## config.mk

```make
export PLATFORM = sky130hd
export DESIGN_NAME = date_add_days_core
export DESIGN_NICKNAME = d
export VERILOG_FILES = /design/src/rtl/dad_pkg.sv /design/src/rtl/dad_alu.sv /design/src/rtl/dad_ctrl.sv /design/src/rtl/date_add_days_core.sv
export SDC_FILE = /design/constraint.sdc
export NUM_CORES = 1
export LEC_CHECK = 0
export ABC_CLOCK_PERIOD_IN_PS = 8400
export BUFFER_PORTS_ARGS = -buffer_cell sky130_fd_sc_hd__buf_2
export CELL_PAD_IN_SITES_DETAIL_PLACEMENT = 1
export CELL_PAD_IN_SITES_GLOBAL_PLACEMENT = 2
export CORE_AREA = 2 2 162 148
export DETAILED_ROUTE_END_ITERATION = 8
export DIE_AREA = 0 0 164 150
export PLACE_DENSITY = 0.77
export SLEW_MARGIN = 0
export SYNTH_ARGS = -nofsm -noshare
export SYNTH_HDL_FRONTEND = slang
export SYNTH_SLANG_ARGS = --single-unit
```

## constraint.sdc

```tcl
create_clock -name clock -period 8.4 [get_ports clock]
set_clock_uncertainty 0.05 [all_clocks]
set_input_delay 1.26 -clock clock [delete_from_list [all_inputs] [get_ports clock]]
set_output_delay 1.26 -clock clock [all_outputs]
set_load 0.01 [all_outputs]
```

## src/rtl/dad_pkg.sv

```systemverilog
// Package for the date advance block: request and response payload types,
// sequencer state type, status codes and calendar helper functions.
// Depends on nothing; dad_ctrl and date_add_days_core import it.
package dad_pkg;

   // Calendar limits.
   localparam logic [13:0] FIRST_VALID_YEAR = 14'd1583;
   localparam logic [13:0] MAX_YEAR         = 14'd16383;

   localparam logic [3:0]  MONTH_JAN = 4'd1;
   localparam logic [3:0]  MONTH_FEB = 4'd2;
   localparam logic [3:0]  MONTH_APR = 4'd4;
   localparam logic [3:0]  MONTH_JUN = 4'd6;
   localparam logic [3:0]  MONTH_SEP = 4'd9;
   localparam logic [3:0]  MONTH_NOV = 4'd11;
   localparam logic [3:0]  MONTH_DEC = 4'd12;

   // Reciprocal of 400 scaled by 2**21, exact for any 14-bit year.
   localparam logic [12:0] RECIP_400       = 13'd5243;
   localparam int          RECIP_400_SHIFT = 21;

   // Response status codes.
   localparam logic [1:0] STATUS_OK       = 2'd0;
   localparam logic [1:0] STATUS_INVALID  = 2'd1;
   localparam logic [1:0] STATUS_OVERFLOW = 2'd2;

   typedef struct packed {
      logic [4:0]  start_day;
      logic [3:0]  start_month;
      logic [13:0] start_year;
      logic [15:0] days_to_add;
   } req_payload_type;

   typedef struct packed {
      logic [4:0]  result_day;
      logic [3:0]  result_month;
      logic [13:0] result_year;
      logic [1:0]  status;
   } rsp_payload_type;

   typedef enum logic [2:0] {
      ST_IDLE,
      ST_MODINIT,
      ST_CHECK,
      ST_RUN,
      ST_DONE
   } dad_state_type;

   // Days in a month; months outside 1 to 12 read as 31.
   function automatic logic [4:0] month_len(input logic [3:0] month, input logic leap);
      logic [4:0] len;
      begin
         unique case (month)
            MONTH_APR, MONTH_JUN, MONTH_SEP, MONTH_NOV: len = 5'd30;
            MONTH_FEB: len = leap ? 5'd29 : 5'd28;
            default: len = 5'd31;
         endcase
         return len;
      end
   endfunction

   // Days in a year.
   function automatic logic [8:0] year_len(input logic leap);
      return leap ? 9'd366 : 9'd365;
   endfunction

endpackage

```

## src/rtl/dad_alu.sv

```systemverilog
// Shared compare and subtract unit of the date advance block.
// Compares the remaining day count against a span and forms the difference.
// Depends on nothing outside this file.
module dad_alu (
   input  logic [15:0] rem,
   input  logic [8:0]  span,
   output logic        more,
   output logic [15:0] diff
);

   logic [16:0] wide_diff;

   // One 17-bit subtract gives both the borrow and the difference.
   assign wide_diff = {1'b0, rem} - {8'd0, span};
   assign more      = !wide_diff[16] && (wide_diff[15:0] != 16'd0);
   assign diff      = wide_diff[15:0];

endmodule

```

## src/rtl/dad_ctrl.sv

```systemverilog
// Sequencer and date registers of the date advance block.
// Validates the start date, then steps by whole years or months through dad_alu.
// Depends on dad_pkg and dad_alu.
module dad_ctrl (
   input  logic                     clock,
   input  logic                     reset,
   input  logic                     start,
   input  dad_pkg::req_payload_type req_data,
   input  logic                     slot_free,
   output logic                     idle,
   output logic                     rsp_load,
   output dad_pkg::rsp_payload_type rsp_data
);
   import dad_pkg::*;

   dad_state_type state_ff, state_in;

   logic [4:0]  day_ff,    day_in;
   logic [3:0]  month_ff,  month_in;
   logic [13:0] year_ff,   year_in;
   logic [15:0] rem_ff,    rem_in;
   logic [1:0]  status_ff, status_in;
   logic [26:0] prod_ff,   prod_in;
   logic [8:0]  c400_ff,   c400_in;
   logic [6:0]  c100_ff,   c100_in;
   logic        no_skip_ff, no_skip_in;

   logic        leap;
   logic [4:0]  mlen;
   logic [4:0]  left;
   logic        year_skip;
   logic [8:0]  span;
   logic        more;
   logic [15:0] diff;
   logic        run_done;
   logic        date_bad;
   logic [5:0]  quot;
   logic [14:0] quot_x400;
   logic [14:0] mod400_wide;
   logic [8:0]  mod400;
   logic [8:0]  c400_inc;
   logic [6:0]  c100_inc;

   // Leap rule from the running residues of the year.
   assign leap = ((year_ff[1:0] == 2'd0) && (c100_ff != 7'd0)) || (c400_ff == 9'd0);
   assign mlen = month_len(month_ff, leap);
   assign left = mlen - day_ff;

   // A whole year may be skipped from the first of January, below the last year.
   assign year_skip = (day_ff == 5'd0) && (month_ff == MONTH_JAN) &&
                      (year_ff != MAX_YEAR) && !no_skip_ff;
   assign span      = year_skip ? year_len(leap) : {4'd0, left};

   dad_alu u_alu (
      .rem  (rem_ff),
      .span (span),
      .more (more),
      .diff (diff)
   );

   // Run ends when the count fits this month, or on overflow past the last year.
   assign run_done = !year_skip &&
                     (!more || ((month_ff == MONTH_DEC) && (year_ff == MAX_YEAR)));

   assign date_bad = (year_ff < FIRST_VALID_YEAR) || (month_ff == 4'd0) ||
                     (month_ff > MONTH_DEC) || (day_ff == 5'd0) || (day_ff > mlen);

   // Residues of the start year from the registered reciprocal product.
   assign quot        = prod_ff[RECIP_400_SHIFT +: 6];
   assign quot_x400   = 15'(quot) * 15'd400;
   assign mod400_wide = {1'b0, year_ff} - quot_x400;
   assign mod400      = mod400_wide[8:0];

   assign c400_inc = (c400_ff == 9'd399) ? 9'd0 : c400_ff + 9'd1;
   assign c100_inc = (c100_ff == 7'd99)  ? 7'd0 : c100_ff + 7'd1;

   // Next state.
   always_comb begin
      state_in = state_ff;
      unique case (state_ff)
         ST_IDLE:    if (start) state_in = ST_MODINIT;
         ST_MODINIT: state_in = ST_CHECK;
         ST_CHECK:   state_in = date_bad ? ST_DONE : ST_RUN;
         ST_RUN:     if (run_done) state_in = ST_DONE;
         ST_DONE:    if (slot_free) state_in = ST_IDLE;
         default:    state_in = ST_IDLE;
      endcase
   end

   // Datapath next values.
   always_comb begin
      day_in     = day_ff;
      month_in   = month_ff;
      year_in    = year_ff;
      rem_in     = rem_ff;
      status_in  = status_ff;
      prod_in    = prod_ff;
      c400_in    = c400_ff;
      c100_in    = c100_ff;
      no_skip_in = no_skip_ff;
      unique case (state_ff)
         ST_IDLE: begin
            if (start) begin
               day_in     = req_data.start_day;
               month_in   = req_data.start_month;
               year_in    = req_data.start_year;
               rem_in     = req_data.days_to_add;
               prod_in    = 27'(req_data.start_year) * 27'(RECIP_400);
               no_skip_in = 1'b0;
            end
         end
         ST_MODINIT: begin
            c400_in = mod400;
            if (mod400 >= 9'd300) begin
               c100_in = 7'(mod400 - 9'd300);
            end else if (mod400 >= 9'd200) begin
               c100_in = 7'(mod400 - 9'd200);
            end else if (mod400 >= 9'd100) begin
               c100_in = 7'(mod400 - 9'd100);
            end else begin
               c100_in = mod400[6:0];
            end
         end
         ST_CHECK: begin
            if (date_bad) begin
               day_in    = 5'd0;
               month_in  = 4'd0;
               year_in   = 14'd0;
               status_in = STATUS_INVALID;
            end else begin
               status_in = STATUS_OK;
            end
         end
         ST_RUN: begin
            if (year_skip) begin
               if (more) begin
                  rem_in  = diff;
                  year_in = year_ff + 14'd1;
                  c400_in = c400_inc;
                  c100_in = c100_inc;
               end else begin
                  // The count ends within this year: finish month by month.
                  no_skip_in = 1'b1;
               end
            end else if (!more) begin
               day_in = day_ff + rem_ff[4:0];
            end else if (month_ff == MONTH_DEC) begin
               if (year_ff == MAX_YEAR) begin
                  day_in    = 5'd31;
                  status_in = STATUS_OVERFLOW;
               end else begin
                  rem_in   = diff;
                  day_in   = 5'd0;
                  month_in = MONTH_JAN;
                  year_in  = year_ff + 14'd1;
                  c400_in  = c400_inc;
                  c100_in  = c100_inc;
               end
            end else begin
               rem_in   = diff;
               day_in   = 5'd0;
               month_in = month_ff + 4'd1;
            end
         end
         ST_DONE: begin
         end
         default: begin
         end
      endcase
   end

   always_ff @(posedge clock) begin
      if (reset) begin
         state_ff <= ST_IDLE;
      end else begin
         state_ff <= state_in;
      end
   end

   always_ff @(posedge clock) begin
      day_ff     <= day_in;
      month_ff   <= month_in;
      year_ff    <= year_in;
      rem_ff     <= rem_in;
      status_ff  <= status_in;
      prod_ff    <= prod_in;
      c400_ff    <= c400_in;
      c100_ff    <= c100_in;
      no_skip_ff <= no_skip_in;
   end

   // Outputs.
   always_comb begin
      idle                  = (state_ff == ST_IDLE);
      rsp_load              = (state_ff == ST_DONE) && slot_free;
      rsp_data.result_day   = day_ff;
      rsp_data.result_month = month_ff;
      rsp_data.result_year  = year_ff;
      rsp_data.status       = status_ff;
   end

endmodule

```

## src/rtl/date_add_days_core.sv

```systemverilog
// Top level of the date advance block: request and response handshakes and
// the response register. Depends on dad_pkg and dad_ctrl.
//
//   Channel   Direction   Handshake             Payload
//   req_      in          req_valid/req_ready   req_payload (dad_pkg::req_payload_type)
//   rsp_      out         rsp_valid/rsp_ready   rsp_payload (dad_pkg::rsp_payload_type)
//
// A request passes the residue set-up and the date check. An invalid start date
// then goes straight to the response; a valid one steps through the whole years
// skipped and the months stepped, with an extra step when the count ends in a
// later year below the last one, each on the single shared compare and subtract unit.
// req_ready is high only while the sequencer is idle. A finished response sits
// in its own register, so a new request is taken while rsp_ready is low.
// Synchronous active-high reset clears the sequencer and the response valid.
module date_add_days_core (
   input  logic                     clock,
   input  logic                     reset,
   input  logic                     req_valid,
   output logic                     req_ready,
   input  dad_pkg::req_payload_type req_payload,
   output logic                     rsp_valid,
   input  logic                     rsp_ready,
   output dad_pkg::rsp_payload_type rsp_payload
);
   import dad_pkg::*;

   logic            idle;
   logic            start;
   logic            slot_free;
   logic            rsp_load;
   rsp_payload_type rsp_data;
   logic            rsp_valid_ff, rsp_valid_in;
   rsp_payload_type rsp_payload_ff, rsp_payload_in;

   assign req_ready = idle;
   assign start     = req_valid && idle;
   assign slot_free = !rsp_valid_ff || rsp_ready;

   dad_ctrl u_ctrl (
      .clock     (clock),
      .reset     (reset),
      .start     (start),
      .req_data  (req_payload),
      .slot_free (slot_free),
      .idle      (idle),
      .rsp_load  (rsp_load),
      .rsp_data  (rsp_data)
   );

   // Response register: loaded when the sequencer finishes and the slot is free.
   always_comb begin
      rsp_valid_in   = rsp_valid_ff;
      rsp_payload_in = rsp_payload_ff;
      if (rsp_load) begin
         rsp_valid_in   = 1'b1;
         rsp_payload_in = rsp_data;
      end else if (rsp_ready) begin
         rsp_valid_in = 1'b0;
      end
   end

   always_ff @(posedge clock) begin
      if (reset) begin
         rsp_valid_ff <= 1'b0;
      end else begin
         rsp_valid_ff <= rsp_valid_in;
      end
   end

   always_ff @(posedge clock) begin
      rsp_payload_ff <= rsp_payload_in;
   end

   assign rsp_valid   = rsp_valid_ff;
   assign rsp_payload = rsp_payload_ff;

endmodule
```

# --- Yosys cells after proc, flatten, opt, wreduce, memory -nomap -nowiden ---
# Cells that the tools add are included.
classes:
  n_addsub: 11
  n_eq_ne: 29
  muxes: 67
  order_cmp: 6
  n_mul: 2
  reduce_logical: 43
op_table:
  columns: ["op", "count"]
  rows:
  - ["$mux W14", 7]
  - ["$mux W16", 6]
  - ["$mux W7", 9]
  - ["$mux W9", 7]
  - ["$pmux W14 S3", 1]
  - ["$pmux W16 S2", 1]
  - ["$mux W5", 6]
  - ["$mul A14 B13 Y27 const B", 1]
  - ["$mux W4", 6]
  - ["$pmux W9 S2", 1]
  - ["$sub A16 B9 Y17", 1]
  - ["$ne A2 B1 Y1 const B", 8]
  - ["$reduce_and A4 Y1", 4]
  - ["$reduce_bool A16 Y1", 1]
  - ["$pmux W3 S5", 1]
  - ["$pmux W5 S3", 1]
  - ["$add A14 B1 Y14 const B", 1]
  - ["$eq A14 B14 Y1 const B", 1]
  - ["$lt A14 B11 Y1 const B", 1]
  - ["$ne A14 B14 Y1 const B", 1]
  - ["$pmux W7 S2", 1]
  - ["$sub A7 B7 Y7 const B", 2]
  - ["$eq A4 B4 Y1 const B", 3]
  - ["$mux W3", 4]
  - ["other kinds (48)", 83]
totals:
  out_inout_bits: 27
  regBits: 114
  elab_cells: 173

# --- Longest topological paths before layout ---
depth:
  depth_word: 15
  ltp_mapped: 23
  mapped_depth_nobuf: 22

# --- Modules after synthesis ---
# Synthesis repeated with hierarchy kept, for this count alone.
hier_totals:
  cells_unflattened: 915
  hier_area_um2: 9083.7
modules_own_cells:
  columns: ["module", "cells_each", "instances", "area_each_um2"]
  rows:
  - ["dad_ctrl", 796, 1, 7669.9]
  - ["date_add_days_core", 30, 1, 803.3]
  - ["dad_alu", 89, 1, 610.6]

# --- Worst setup path before layout ---
# Ideal clock, no wire load.
synth_path:
  kind: "reg-to-reg"
  start: "register u_ctrl.c100_ff[2]"
  end: "register u_ctrl.c100_ff[0], enable pin"
  setup_slack_ns: 2.588
  synth_period_minus_slack_ns: 5.812
  path_buffers: 0
  path_stages_with_launch: 22
  t_arrival_ns: 5.348
  setup_ns: 0.414
  cell_sequence: "edfxtp_1 -> nor3_1 -> nand3_1 -> a21oi_1 -> o21a_1 -> a211oi_1 -> a21oi_1 -> ha_1 -> inv_1 -> fa_1 -> nor2_1 -> xnor2_1 -> nand2_1 -> ha_1 -> a21o_1 -> or3b_1 -> o211a_1 -> or3_1 -> nand3_1 -> or4_4 -> nand3_1 -> a211oi_1"
synth_between:
  elab_chain_len: 12
synth_rtl:
  columns: ["item", "line_no", "text"]
  rows:
  - ["from (decl)", "dad_ctrl.sv:25", "logic [6:0] c100_ff, c100_in;"]
  - ["from (signal assigned)", "dad_ctrl.sv:188", "c100_ff <= c100_in;"]
  - ["$reduce_bool A7 Y1 (*)", "dad_ctrl.sv:45", "assign leap = ((year_ff[1:0] == 2'd0) && (c100_ff != 7'd0)) || (c400_ff == 9'd0);"]
  - ["$logic_and A1 B1 Y1 (*)", "dad_ctrl.sv:45", null]
  - ["$logic_or A1 B1 Y1 (*)", "dad_ctrl.sv:45", null]
  - ["$mux W1", "dad_pkg.sv:55", "MONTH_FEB: len = leap ? 5'd29 : 5'd28;"]
  - ["$pmux W5 S2", "dad_pkg.sv:53", "unique case (month)"]
  - ["$sub A5 B5 Y5", "dad_ctrl.sv:47", "assign left = mlen - day_ff;"]
  - ["$mux W9 (*)", "dad_ctrl.sv:52", "assign span = year_skip ? year_len(leap) : {4'd0, left};"]
  - ["$sub A16 B9 Y17 (*)", "dad_alu.sv:14", "assign wide_diff = {1'b0, rem} - {8'd0, span};"]
  - ["$reduce_bool A16 Y1 / $logic_not A1 Y1 (equally long branches)", "dad_alu.sv:15", "assign more = !wide_diff[16] && (wide_diff[15:0] != 16'd0);"]
  - ["$logic_and A1 B1 Y1 (*)", "dad_alu.sv:15", null]
  - ["$ne A2 B1 Y1 (no line) (*)", null, null]
  - ["$reduce_and A4 Y1 (no line) (*)", null, null]
# Mark *: on every way between the ends. The rest lies on a longest branch, timed or not.
# A chain may end at the register's enable or synchronous reset.

# --- Worst setup path after layout ---
layout_path:
  start: "register u_ctrl.c100_ff[3]"
  end: "register u_ctrl.year_ff[10], enable pin"
layout_between:
  elab_chain_len: 12
layout_rtl:
  columns: ["item", "line_no", "text"]
  rows:
  - ["$reduce_bool A7 Y1 (*)", "dad_ctrl.sv:45", null]
  - ["$logic_and A1 B1 Y1 (*)", "dad_ctrl.sv:45", null]
  - ["$logic_or A1 B1 Y1 (*)", "dad_ctrl.sv:45", null]
  - ["$mux W1", "dad_pkg.sv:55", null]
  - ["$pmux W5 S2", "dad_pkg.sv:53", null]
  - ["$sub A5 B5 Y5", "dad_ctrl.sv:47", null]
  - ["$mux W9", "dad_ctrl.sv:52", null]
  - ["$sub A16 B9 Y17", "dad_alu.sv:14", null]
  - ["$reduce_bool A16 Y1 / $logic_not A1 Y1 (equally long branches)", "dad_alu.sv:15", null]
  - ["$logic_and A1 B1 Y1", "dad_alu.sv:15", null]
  - ["$ne A2 B1 Y1 (no line)", null, null]
  - ["$reduce_and A6 Y1 (no line) (*)", null, null]
  - ["to (signal assigned)", "dad_ctrl.sv:183", "year_ff <= year_in;"]
  - ["to (decl)", "dad_ctrl.sv:20", "logic [13:0] year_ff, year_in;"]
# Marks and branches as above.

==> results.py <==
metrics = {
    "clock_network": {
        "clk_pin_slew_worst_paths_ns": 0.07,
        "cts_setup_buffers": 0,
        "cts_tree": "built",
        "cts_hold_buf": 0,
        "numCtsBuffers": 9,
        "clock_latency_ns": 0.36,
        "h-tree-depth": 3,
        "cts_root_buffer": "clkbuf_16",
        "clk_path_buf_depth": 2,
        "clkSinkCount": 92,
        "cts_resized": 0,
    },
    "power": {
        "power.switching_mw": 1.79,
        "power_density_nw_per_um2": 380,
        "power_frac_clock_pct": 11.9,
        "power.total_mw": 3.84,
        "seqPwrFrac_pct": 25.4,
        "swShare_pct": 46.7,
        "ir_drop_uv": 146,
        "combPwrFrac_pct": 62.7,
        "p_int_mw": 2.05,
        "p_leak_nw": 4.54,
    },
    "status": {
        "status": "completed",
    },
    "timing": {
        "finalCriticalPeriod_ns": 6.16,
        "setup_tns_ns": 0,
        "max_freq_mhz": 162,
        "fin_crit_sh_pct": 73.3,
        "maxSlewViolCount": 0,
        "timing.final.ws_setup_ns": 2.24,
        "tightest_slew_ns": 1.21,
        "rsz0062_at_grt": "no",
        "slew_headroom_pct": 19.4,
        "hold_violations": 0,
        "setup_viol": 0,
    },
    "routing": {
        "drt-total-wl_um": 23600,
        "drt_pass1_iterations": 4,
        "drt_iter0_markers": 302,
        "drc": 0,
        "via_per_inst": 5.26,
        "wl_per_cell_um": 18.4,
        "vias": 6726,
        "drtAntennaViolNets": 0,
    },
    "floorplanning": {
        "die_y_um": 150,
        "io_pins": 70,
        "rows": 53,
        "dieArea_um2": 24600,
        "core-area_um2": 23000,
        "start_util_pct": 39.3,
        "die_x_um": 164,
    },
    "synth": {
        "synth-edff-count": 88,
        "synth_top_area_share_pct": 29.2,
        "synth_area_leader_cell": "edfxtp_1",
        "yosysUniqueCellTypes": 68,
        "synth_area_um2": 9040,
        "ys_async_sr_fraction_pct": 0,
        "synthAdderAreaFrac_pct": 32.6,
        "ys_seq_area_share_pct": 30.1,
        "ys.flop_type": "edfxtp_1",
        "synthTopCellsByArea": "edfxtp_1, ha_1, fa_1",
        "ys_warn_count": 0,
        "synth-xor-area-share_pct": 5.58,
        "synth-simple-area-share_pct": 11.5,
        "synth_top_family_by_area": "adder cells",
        "synth_compound_area_share_pct": 12.5,
        "synth_seq_cells": 92,
        "syn_avg_cell_area_um2": 10.0,
        "syn_nets": 1142,
        "synthMuxAreaShare_pct": 0.582,
        "syn_inst": 903,
    },
    "grt": {
        "grt_pass1_wl_um": 38800,
        "antenna_found_initial": 0,
        "grt_max_degree": 48,
        "groute.usage.overall_pct": 20.5,
        "grt_overflow": 0,
        "grt_pass1_vias": 7036,
    },
    "placement": {
        "globalplace.congestion": 0.861,
        "post-place-ws_ns": 2.26,
        "hpwl_um": 19300,
        "dpl.cell_count": 1263,
        "place_area_um2": 9760,
        "io_buffer_count": 69,
    },
    "worst_hold_path": {
        "hp-class": "reg2reg",
    },
    "worst_setup_path": {
        "cp.arrival_ns": 6.08,
        "cp.required_ns": 8.32,
        "cp-start-kind": "flip-flop",
        "critPathKind": "reg2reg",
        "worstPathMaxFanout": 14,
        "endpoint_kind": "flip-flop",
    },
    "finish": {
        "syn_to_final_growth_pct": 11.6,
        "layout.nets": 1211,
        "layoutNonFillerInstCount": 1279,
        "diodes": 0,
        "fin_area_um2": 10100,
        "layout_commonest_cell": "inv_1",
        "drive_above_1_share_pct": 11.4,
        "mostFrequentLayoutCells": "inv_1, ha_1, edfxtp_1",
    },
    "run": {
        "cap_viol_max_count": 0,
    },
}
## power by group through the flow
stage | clock [mW] | sequential (mW) | combinational [mW]
floorplan | 0 | 0.922 | 1.78
global placement | 0 | 0.978 | 2.37
detailed placement | 0 | 0.982 | 2.41
CTS | 0.467 | 0.973 | 2.43
global route | 0.483 | 0.999 | 2.76
finish | 0.458 | 0.974 | 2.41
## cells in the mapped netlist (16+ instances only)
cell type	number
o21ai_0	39
ha_1	130
nand2_1	84
clkbuf_1	16
nand3_1	25
edfxtp_1	88
xor2_1	20
o22ai_1	19
nor2_1	43
fa_1	66
a21oi_1	35
xnor2_1	35
inv_1	152
## metal layers
layer	GRT usage, %	share of wire [%]	vias up
met5	0	0	-
li1	-	-	3272
met3	2.94	3.0	14
met1	29.9	50	3357
met4	2.85	0.62	0
met2	33.1	47	83
## cells by family after synthesis
kind of cell               after synthesis
DFF                                     92
buffers and inverters                  170
AOI/OAI and AO/OA                      168
muxes                                    5
xor gates and xnor gates                56
adders and majority gates              196
and+or+nand+nor                        216
## stage by stage
stage               hold WS, ns  util (%)
floorplan                 0.350         -
global placement          0.360      42.4
detailed placement        0.366      42.4
CTS                       0.384      43.8
global route              0.395      43.8
finish                    0.379      43.8
## sequential cells by signal, summed over array words and instances (netlist names)
register and count:
rsp_payload 25, rsp_valid 1, u_ctrl.c100_ff 7, u_ctrl.c400_ff 9, u_ctrl.day_ff 5, u_ctrl.month_ff 4
u_ctrl.no_skip_ff 1, u_ctrl.prod_ff 5, u_ctrl.rem_ff 16, u_ctrl.state_ff 3, u_ctrl.status_ff 2, u_ctrl.year_ff 14
## path summary, 6_finish.rpt
kind | startpoint | end | slack (ns) | depth (start not counted)
setup / recovery | u_ctrl.c100_ff[3] | u_ctrl.year_ff[10] | 2.24 | 20
hold / removal | u_ctrl.status_ff[0] | rsp_payload[0] | 0.38 | 0
setup reg to reg | u_ctrl.c100_ff[3] | u_ctrl.year_ff[10] | 2.24 | 20
hold reg to reg | u_ctrl.status_ff[0] | rsp_payload[0] | 0.38 | 0
## critical path, cell delays in order (launching register included)
cell and delay, ns:
edfxtp_1 0.48, nor3_1 0.28, nand3_1 0.15, a21oi_1 0.25
o21a_1 0.14, a211oi_1 0.04, a21oi_1 0.23, ha_1 0.20
inv_1 0.06, fa_1 0.43, o21ai_0 0.29, inv_1 0.11
fa_1 0.44, nand2b_1 0.20, a211oi_1 0.32, nor2_1 0.08
nor4b_1 0.14, o21ai_0 0.44, or4_4 0.27, nand3_1 0.13
a211oi_2 1.03
## final cells by class
cell class / count / area (um^2)
timing repair buffer: 75 / 390
multi-input combinational: 641 / 5690
fill: 2614 / 12900
clock buffer: 9 / 225
clock inverter: 7 / 108
tap: 302 / 378
sequential: 92 / 2720
inverter: 153 / 574
Power figures use the tool's default switching activity.
